==> config.mk <==
export PLATFORM = sky130hd
export DESIGN_NAME = json_string_escaper_top
export DESIGN_NICKNAME = d
export VERILOG_FILES = /design/src/design/jse_pkg.sv /design/src/design/jse_front.sv /design/src/design/jse_queue.sv /design/src/design/jse_back.sv /design/src/design/json_string_escaper_top.sv
export SDC_FILE = /design/constraint.sdc
export NUM_CORES = 1
export LEC_CHECK = 0
export BUFFER_PORTS_ARGS = -buffer_cell sky130_fd_sc_hd__buf_2
export CORE_MARGIN = 2
export CORE_UTILIZATION = 40
export CTS_CLUSTER_DIAMETER = 50
export CTS_CLUSTER_SIZE = 30
export DETAILED_ROUTE_END_ITERATION = 16
export SYNTH_ARGS = -nofsm -noshare
export SYNTH_HDL_FRONTEND = slang
export SYNTH_HIERARCHICAL = 1
export SYNTH_SLANG_ARGS = --single-unit
==> constraint.sdc <==
create_clock -name clk -period 5.5 [get_ports clk]
set_input_delay 0.275 -clock clk [delete_from_list [all_inputs] [get_ports clk]]
set_output_delay 0.275 -clock clk [all_outputs]
set_load 0.005 [all_outputs]
==> src/design/jse_pkg.sv <==
package jse_pkg;

  localparam int CFG_W = 16;
  localparam logic [CFG_W-1:0] CFG_RESET = 16'd256;

  localparam int Q_DEPTH = 4;
  localparam int Q_PTR_W = $clog2(Q_DEPTH);
  localparam int Q_CNT_W = Q_PTR_W + 1;

  localparam int IDX_W = 3;

  localparam logic [7:0] CH_BSLASH    = 8'h5C;
  localparam logic [7:0] CH_QUOTE     = 8'h22;
  localparam logic [7:0] CH_SLASH     = 8'h2F;
  localparam logic [7:0] CH_U         = 8'h75;
  localparam logic [7:0] CH_ZERO      = 8'h30;
  localparam logic [7:0] CH_SPACE     = 8'h20;
  localparam logic [7:0] HEX_ALPHA_LO = 8'h37;

  localparam logic REQ_RESTART = 1'b0;
  localparam logic REQ_ENCODE  = 1'b1;

  typedef enum logic [1:0] {
    JOB_PASS  = 2'd0,
    JOB_SHORT = 2'd1,
    JOB_UNI   = 2'd2,
    JOB_OVF   = 2'd3
  } job_kind_t;

  typedef struct packed {
    job_kind_t  kind;
    logic [7:0] data;
  } job_t;

  typedef struct packed {
    logic [7:0] byte_val;
    logic       valid;
    logic       last;
    logic       ovf;
  } out_word_t;

  typedef struct packed {
    logic not_empty;
    job_t head;
  } q_status_t;

  function automatic logic [IDX_W-1:0] job_len(input job_kind_t kind);
    logic [IDX_W-1:0] len;
    unique case (kind)
      JOB_PASS:  len = 3'd1;
      JOB_SHORT: len = 3'd2;
      JOB_UNI:   len = 3'd6;
      JOB_OVF:   len = 3'd1;
      default:   len = 3'd1;
    endcase
    return len;
  endfunction

endpackage

==> src/design/jse_front.sv <==
module jse_front #(
  parameter int SPACE_WIDTH = 16,
  parameter int MIN_RESERVE = 3
) (
  input  logic                         clk,
  input  logic                         rst_n,
  input  logic                         cfg_wr_en,
  input  logic [jse_pkg::CFG_W-1:0]    cfg_wr_data,
  input  logic                         in_push,
  output logic                         in_full,
  input  logic                         in_req_type,
  input  logic [7:0]                   in_data_byte,
  input  logic                         in_end_of_string,
  input  logic                         q_full,
  output logic                         q_push,
  output jse_pkg::job_t                q_job
);

  localparam int EXT_W  = (SPACE_WIDTH > jse_pkg::CFG_W) ? SPACE_WIDTH : jse_pkg::CFG_W;
  localparam int NEED_W = 4;

  logic [jse_pkg::CFG_W-1:0] cfg_r;
  logic [SPACE_WIDTH-1:0]    space_r, space_nxt;
  logic                      aborted_r, aborted_nxt;

  logic [jse_pkg::CFG_W-1:0] bs_m1;
  logic [EXT_W-1:0]          bs_ext, space_max;
  logic [SPACE_WIDTH-1:0]    restart_space;
  logic [7:0]                letter;
  jse_pkg::job_kind_t        kind;
  logic [jse_pkg::IDX_W-1:0] len;
  logic [NEED_W-1:0]         need;
  logic                      no_room;
  logic                      accept;

  function automatic logic [7:0] short_escape(input logic [7:0] b);
    logic [7:0] c;
    unique case (b)
      8'h22:   c = jse_pkg::CH_QUOTE;
      8'h5C:   c = jse_pkg::CH_BSLASH;
      8'h2F:   c = jse_pkg::CH_SLASH;
      8'h08:   c = 8'h62;
      8'h0C:   c = 8'h66;
      8'h0A:   c = 8'h6E;
      8'h0D:   c = 8'h72;
      8'h09:   c = 8'h74;
      default: c = 8'h00;
    endcase
    return c;
  endfunction

  assign in_full = q_full;
  assign accept  = in_push && !q_full;

  // restart value: size minus one, held at zero, saturated to the counter width
  always_comb begin
    bs_m1         = (cfg_r == '0) ? '0 : cfg_r - 1'b1;
    bs_ext        = EXT_W'(bs_m1);
    space_max     = EXT_W'({SPACE_WIDTH{1'b1}});
    restart_space = (bs_ext > space_max) ? space_max[SPACE_WIDTH-1:0]
                                         : bs_ext[SPACE_WIDTH-1:0];
  end

  always_comb begin
    letter = short_escape(in_data_byte);
    if (letter != 8'h00) begin
      kind = jse_pkg::JOB_SHORT;
    end else if (in_data_byte >= jse_pkg::CH_SPACE) begin
      kind = jse_pkg::JOB_PASS;
    end else begin
      kind = jse_pkg::JOB_UNI;
    end
    len     = jse_pkg::job_len(kind);
    need    = NEED_W'(len) + NEED_W'(MIN_RESERVE);
    no_room = space_r < SPACE_WIDTH'(need);
  end

  always_comb begin
    space_nxt   = space_r;
    aborted_nxt = aborted_r;
    q_push      = 1'b0;
    q_job.kind  = kind;
    q_job.data  = (kind == jse_pkg::JOB_SHORT) ? letter : in_data_byte;
    if (accept) begin
      if (in_req_type == jse_pkg::REQ_RESTART) begin
        space_nxt   = restart_space;
        aborted_nxt = 1'b0;
      end else begin
        if (!aborted_r) begin
          q_push = 1'b1;
          if (no_room) begin
            q_job.kind  = jse_pkg::JOB_OVF;
            aborted_nxt = 1'b1;
          end else begin
            space_nxt = space_r - SPACE_WIDTH'(len);
          end
        end
        // end of string drops the abort regardless of this word
        if (in_end_of_string) begin
          aborted_nxt = 1'b0;
        end
      end
    end
  end

  always_ff @(posedge clk) begin
    if (!rst_n) begin
      cfg_r     <= jse_pkg::CFG_RESET;
      space_r   <= SPACE_WIDTH'(jse_pkg::CFG_RESET - 1'b1);
      aborted_r <= 1'b0;
    end else begin
      if (cfg_wr_en) begin
        cfg_r <= cfg_wr_data;
      end
      space_r   <= space_nxt;
      aborted_r <= aborted_nxt;
    end
  end

endmodule

==> src/design/jse_queue.sv <==
module jse_queue (
  input  logic               clk,
  input  logic               rst_n,
  input  logic               push,
  input  jse_pkg::job_t      push_job,
  output logic               full,
  input  logic               pop,
  output jse_pkg::q_status_t status
);

  jse_pkg::job_t                 slots_r [jse_pkg::Q_DEPTH];
  logic [jse_pkg::Q_PTR_W-1:0]   wr_ptr_r, rd_ptr_r;
  logic [jse_pkg::Q_CNT_W-1:0]   cnt_r, cnt_nxt;
  logic                          do_push, do_pop;

  assign full             = (cnt_r == jse_pkg::Q_CNT_W'(jse_pkg::Q_DEPTH));
  assign status.not_empty = (cnt_r != '0);
  assign status.head      = slots_r[rd_ptr_r];
  assign do_push          = push && !full;
  assign do_pop           = pop && status.not_empty;

  always_comb begin
    cnt_nxt = cnt_r;
    if (do_push && !do_pop) begin
      cnt_nxt = cnt_r + 1'b1;
    end else if (do_pop && !do_push) begin
      cnt_nxt = cnt_r - 1'b1;
    end
  end

  always_ff @(posedge clk) begin
    if (do_push) begin
      slots_r[wr_ptr_r] <= push_job;
    end
  end

  always_ff @(posedge clk) begin
    if (!rst_n) begin
      wr_ptr_r <= '0;
      rd_ptr_r <= '0;
      cnt_r    <= '0;
    end else begin
      if (do_push) begin
        wr_ptr_r <= wr_ptr_r + 1'b1;
      end
      if (do_pop) begin
        rd_ptr_r <= rd_ptr_r + 1'b1;
      end
      cnt_r <= cnt_nxt;
    end
  end

endmodule

==> src/design/jse_back.sv <==
module jse_back (
  input  logic                clk,
  input  logic                rst_n,
  input  jse_pkg::q_status_t  q_status,
  output logic                q_pop,
  output logic                out_empty,
  input  logic                out_pop,
  output jse_pkg::out_word_t  out_word
);

  logic [jse_pkg::IDX_W-1:0] idx_r, idx_nxt;
  logic                      full_r, full_nxt;
  jse_pkg::out_word_t        word_r, word_nxt;
  logic                      can_load, load;
  logic [jse_pkg::IDX_W-1:0] len;
  logic                      is_last;
  jse_pkg::job_t             job;

  function automatic logic [7:0] hex_char(input logic [3:0] nib);
    return (nib < 4'd10) ? 8'(jse_pkg::CH_ZERO + 8'(nib))
                         : 8'(jse_pkg::HEX_ALPHA_LO + 8'(nib));
  endfunction

  assign job      = q_status.head;
  assign can_load = !full_r || out_pop;
  assign load     = can_load && q_status.not_empty;
  assign len      = jse_pkg::job_len(job.kind);
  assign is_last  = (idx_r == len - 1'b1);
  assign q_pop    = load && is_last;

  always_comb begin
    word_nxt.byte_val = 8'h00;
    word_nxt.valid    = 1'b1;
    word_nxt.last     = is_last;
    word_nxt.ovf      = 1'b0;
    unique case (job.kind)
      jse_pkg::JOB_PASS: begin
        word_nxt.byte_val = job.data;
      end
      jse_pkg::JOB_SHORT: begin
        word_nxt.byte_val = (idx_r == '0) ? jse_pkg::CH_BSLASH : job.data;
      end
      jse_pkg::JOB_UNI: begin
        unique case (idx_r)
          3'd0:    word_nxt.byte_val = jse_pkg::CH_BSLASH;
          3'd1:    word_nxt.byte_val = jse_pkg::CH_U;
          3'd4:    word_nxt.byte_val = hex_char(job.data[7:4]);
          3'd5:    word_nxt.byte_val = hex_char(job.data[3:0]);
          default: word_nxt.byte_val = jse_pkg::CH_ZERO;
        endcase
      end
      jse_pkg::JOB_OVF: begin
        word_nxt.valid = 1'b0;
        word_nxt.ovf   = 1'b1;
      end
      default: begin
        word_nxt.valid = 1'b0;
      end
    endcase
  end

  always_comb begin
    idx_nxt  = idx_r;
    full_nxt = full_r;
    if (load) begin
      full_nxt = 1'b1;
      idx_nxt  = is_last ? '0 : idx_r + 1'b1;
    end else if (out_pop) begin
      full_nxt = 1'b0;
    end
  end

  assign out_empty = !full_r;
  assign out_word  = word_r;

  always_ff @(posedge clk) begin
    if (load) begin
      word_r <= word_nxt;
    end
  end

  always_ff @(posedge clk) begin
    if (!rst_n) begin
      idx_r  <= '0;
      full_r <= 1'b0;
    end else begin
      idx_r  <= idx_nxt;
      full_r <= full_nxt;
    end
  end

  // mid-expansion the job must still sit at the head of the queue
  a_job_held: assert property (@(posedge clk) disable iff (!rst_n)
    (idx_r != '0) |-> q_status.not_empty)
    else $error("expansion index set with no job waiting");

  a_idx_in_range: assert property (@(posedge clk) disable iff (!rst_n)
    (idx_r != '0) |-> ((job.kind == jse_pkg::JOB_UNI) ||
                       (job.kind == jse_pkg::JOB_SHORT && idx_r == 3'd1)))
    else $error("expansion index beyond job length");

  a_ovf_word: assert property (@(posedge clk) disable iff (!rst_n)
    (full_r && word_r.ovf) |-> (!word_r.valid && word_r.last && word_r.byte_val == 8'h00))
    else $error("overflow word malformed");

endmodule

==> src/design/json_string_escaper_top.sv <==
// An accepted word is written into the job queue and then registered in the
// back end's output word, from which its first output byte can be popped.
// Throughput: one pass-through input word per cycle while the queue has room;
// a short escape gives 2 bytes, a unicode escape 6, one byte a cycle while popped.
// A four-entry job queue lets the input side run ahead of the expansion.
// Reset (rst_n low, synchronous): queues empty, buffer size 256, space 255, no abort.
module json_string_escaper_top #(
  parameter int SPACE_WIDTH = 16,
  parameter int MIN_RESERVE = 3
) (
  input  logic                      clk,
  input  logic                      rst_n,
  input  logic                      cfg_wr_en,
  input  logic [jse_pkg::CFG_W-1:0] cfg_wr_data,
  input  logic                      in_push,
  output logic                      in_full,
  input  logic                      in_req_type,
  input  logic [7:0]                in_data_byte,
  input  logic                      in_end_of_string,
  output logic                      out_empty,
  input  logic                      out_pop,
  output logic [7:0]                out_byte,
  output logic                      out_valid,
  output logic                      out_last,
  output logic                      out_overflow
);

  logic               q_full, q_push, q_pop;
  jse_pkg::job_t      q_job;
  jse_pkg::q_status_t q_status;
  jse_pkg::out_word_t out_word;

  jse_front #(
    .SPACE_WIDTH (SPACE_WIDTH),
    .MIN_RESERVE (MIN_RESERVE)
  ) u_front (
    .clk              (clk),
    .rst_n            (rst_n),
    .cfg_wr_en        (cfg_wr_en),
    .cfg_wr_data      (cfg_wr_data),
    .in_push          (in_push),
    .in_full          (in_full),
    .in_req_type      (in_req_type),
    .in_data_byte     (in_data_byte),
    .in_end_of_string (in_end_of_string),
    .q_full           (q_full),
    .q_push           (q_push),
    .q_job            (q_job)
  );

  jse_queue u_queue (
    .clk      (clk),
    .rst_n    (rst_n),
    .push     (q_push),
    .push_job (q_job),
    .full     (q_full),
    .pop      (q_pop),
    .status   (q_status)
  );

  jse_back u_back (
    .clk       (clk),
    .rst_n     (rst_n),
    .q_status  (q_status),
    .q_pop     (q_pop),
    .out_empty (out_empty),
    .out_pop   (out_pop),
    .out_word  (out_word)
  );

  assign out_byte     = out_word.byte_val;
  assign out_valid    = out_word.valid;
  assign out_last     = out_word.last;
  assign out_overflow = out_word.ovf;

endmodule
==> impl_metrics.tcl <==
set metrics [dict create \
    status "complete, no violations" \
    start_kind "register" \
    via_per_inst 5.36 \
    root_buffer "clkbuf_16" \
    clk_latency_ns 0.34 \
    finalHoldViolCount 0 \
    fin_crit_ns 3.94 \
    post-cts-setup-buffer-count 0 \
    tritoncts "done" \
    final_cells 714 \
    final_nets 588 \
    cap_violations 0 \
    worstPathArrival_ns 4.21 \
    numPortBuffers 43 \
    ir_drop_mv 0.141 \
    numCtsBuffers 9 \
    p_leak_uw 0.00221 \
    firstDrtPassIters 5 \
    yosys-top-cells-count "edfxtp_1 (51), dfxtp_1 (46), nand2_1 (41)" \
    worst_ep_required_time_ns 5.77 \
    synth_fa_ha_area_frac 0.0592 \
    rsz0062_at_grt "no" \
    syn_area_per_cell_um2 10.6 \
    synthSimpleGateAreaFrac 0.179 \
    routedWlPerCell_um 14.6 \
    hpwl_um 7570 \
    synth_area_um2 5320 \
    grt_usage 0.153 \
    cts_hold_buf 0 \
    rows 42 \
    r2r_slack_ns 1.56 \
    setup_viol 0 \
    grt_pass1_vias 3709 \
    cp-end-kind "register" \
    dp_cells 698 \
    clock_path_buffers 2 \
    antenna_found_initial 0 \
    grt_pass1_wl_um 17700 \
    synth.top_cells.by_area "edfxtp_1 (29%), dfxtp_1 (17%), ha_1 (5.2%), mux4_2 (4.2%), mux2i_1 (3.9%)" \
    synth_cells 503 \
    die_w_um 119 \
    cts_sinks 97 \
    finalClockSkew_ns 0.00667 \
    slew_headroom 0.278 \
    setup_tns_ns 0 \
    syn_nets 558 \
    drt-total-wl_um 10400 \
    crit_type "register to register" \
    design.die.area_um2 14200 \
    yosys.cell_types.count 70 \
    worstMarginPinSlew_ns 1.07 \
    yosysTopAreaCellShare 0.288 \
    core-area_um2 13100 \
    gp_congestion 0.855 \
    ys_seq_area_frac 0.461 \
    drtAntennaViolNets 0 \
    io_pins 44 \
    start_util 0.405 \
    drtIter0Drc 234 \
    grt_max_degree 46 \
    layout-drive-gt1-share 0.151 \
    period_share 0.717 \
    synth_top_cell_by_area "edfxtp_1" \
    grt_overflow 0 \
    area_growth_pct 11.8 \
    vias 3826 \
    cp_max_fo 10 \
    max_freq_ghz 0.254 \
    synth_mux_area_frac 0.0818 \
    yosysWarnings 6 \
    synth_top_family_by_area "simple AND/OR/NAND/NOR gates" \
    worstHoldStart "cfg_wr_data[8]" \
    synthXorXnorAreaFrac 0.0313 \
    clk_pin_slew_worst_paths_ns 0.07 \
    synth_edf_count 51 \
    slew_violations 0 \
    synth_seq_cells 97 \
    synth_compound_area_frac 0.146 \
    antenna_cells 0 \
    powerDensity_nw_per_um2 372 \
    htree_levels 3 \
    post-synth-top-count-cell "edfxtp_1" \
    fill_cells 1274 \
    cts-resized-gates 0 \
    ys_async_sr_fraction 0 \
    hp-class "input port to register" \
    die_y_um 119 \
    drc 0 \
    ys.flop_type "edfxtp_1" \
]
## per-layer routing
metal / track usage / vias up / routed length [um]
li1: - / 1930 / -
met1: 0.190 / 1807 / 4720
met2: 0.270 / 79 / 5250
met3: 0.0345 / 10 / 356
met4: 0.0382 / 0 / 107
met5: 0 / - / 0
## worst paths after layout
check,cells past startpoint,end
worst min register to register,2,u_front/space_r[15]
worst max register to register,14,u_queue/cnt_r[2]
worst min-delay path,3,u_front/cfg_r[8]
worst max-delay path,14,u_queue/cnt_r[2]
## cell usage in the layout (no fill, tap or decap), types with 3 or more instances in the layout
cell type  count
o21ai_0       24
or3_1          3
and3_1         3
dfxtp_1       46
or4_1          4
a211oi_1       4
o211ai_1       5
nor4b_1        3
o221ai_1       3
a21oi_1       17
a32o_1         9
nand4b_1       3
and2_1        13
nand2_1       41
nand2b_1      10
a22oi_1        3
a21o_1         4
xnor2_1       11
clkbuf_16      9
or2_2          3
nor3b_1        3
xor2_1         8
nor2b_1       23
nand3_1       10
mux4_2        10
ha_1          22
clkinv_1       3
edfxtp_1      51
nor4_1         6
mux2i_1       21
o32ai_1        5
inv_1         27
nor3_1        12
nand3b_1       4
nor2_1        22
buf_2         43
o22ai_1        6
## area by class of cell
class | instances | area (um^2) | share of cell area
Clock buffer | 9 | 225 | 0.0378
Clock inverter | 7 | 85.1 | 0.0143
Inverter | 28 | 105 | 0.0177
Multi-Input combinational cell | 354 | 2650 | 0.445
Sequential cell | 97 | 2450 | 0.412
Tap cell | 176 | 220 | 0.0370
Timing Repair Buffer | 43 | 215 | 0.0362
## logic make-up (layout without fill, tap and decap cells)
family / after synthesis / count (layout)
XOR/XNOR: 19 / 19
adder cells (fa/ha/maj): 24 / 24
AND/OR/NAND/NOR: 172 / 172
multiplexers: 31 / 31
buffers and inverters: 52 / 87
flip-flops: 97 / 97
AO/OA/AOI/OAI: 107 / 107
other: 1 / 1
## worst max-delay path, cell delays in order (launching register included)
cell      delay (ns)
dfxtp_1         0.74
mux4_2          0.63
inv_1           0.11
ha_1            0.27
and3b_1         0.19
o211ai_1        0.28
nand2b_1        0.11
and2_1          0.19
o31ai_2         0.09
ha_1            0.24
inv_1           0.06
fa_1            0.37
xor2_1          0.15
or3_1           0.31
a21boi_1        0.15
## registers in the layout, indices dropped and copies added (netlist names), named ones only
register	count
u_back/out_word	11
u_back/idx_r	3
u_front/space_r	16
u_front/cfg_r	16
u_back/full_r	1
u_front/aborted_r	1
u_queue/wr_ptr_r	2
u_queue/cnt_r	3
u_queue/slots_r	40
u_queue/rd_ptr_r	2
## power by group
group          internal (uW)  switching [uW]
clock                    393             257
combinational            261             339
sequential               892            74.1
## per-stage QoR
| stage | setup WS, ns | utilization | cell area [um^2] | hold WS (ns) | total power [uW] |
|---|---|---|---|---|---|
| CTS | 1.50 | 0.453 | 5950 | 0.152 | 2240 |
| floorplan | 2.02 | - | 5320 | 0.404 | 1430 |
| global route | 1.18 | 0.453 | 5950 | 0.165 | 2370 |
| finish | 1.56 | 0.453 | 5950 | 0.163 | 2220 |
| global placement | 1.66 | 0.429 | 5640 | 0.465 | 1570 |
| detailed placement | 1.54 | 0.429 | 5640 | 0.471 | 1580 |
Power figures use the tool's default switching activity.
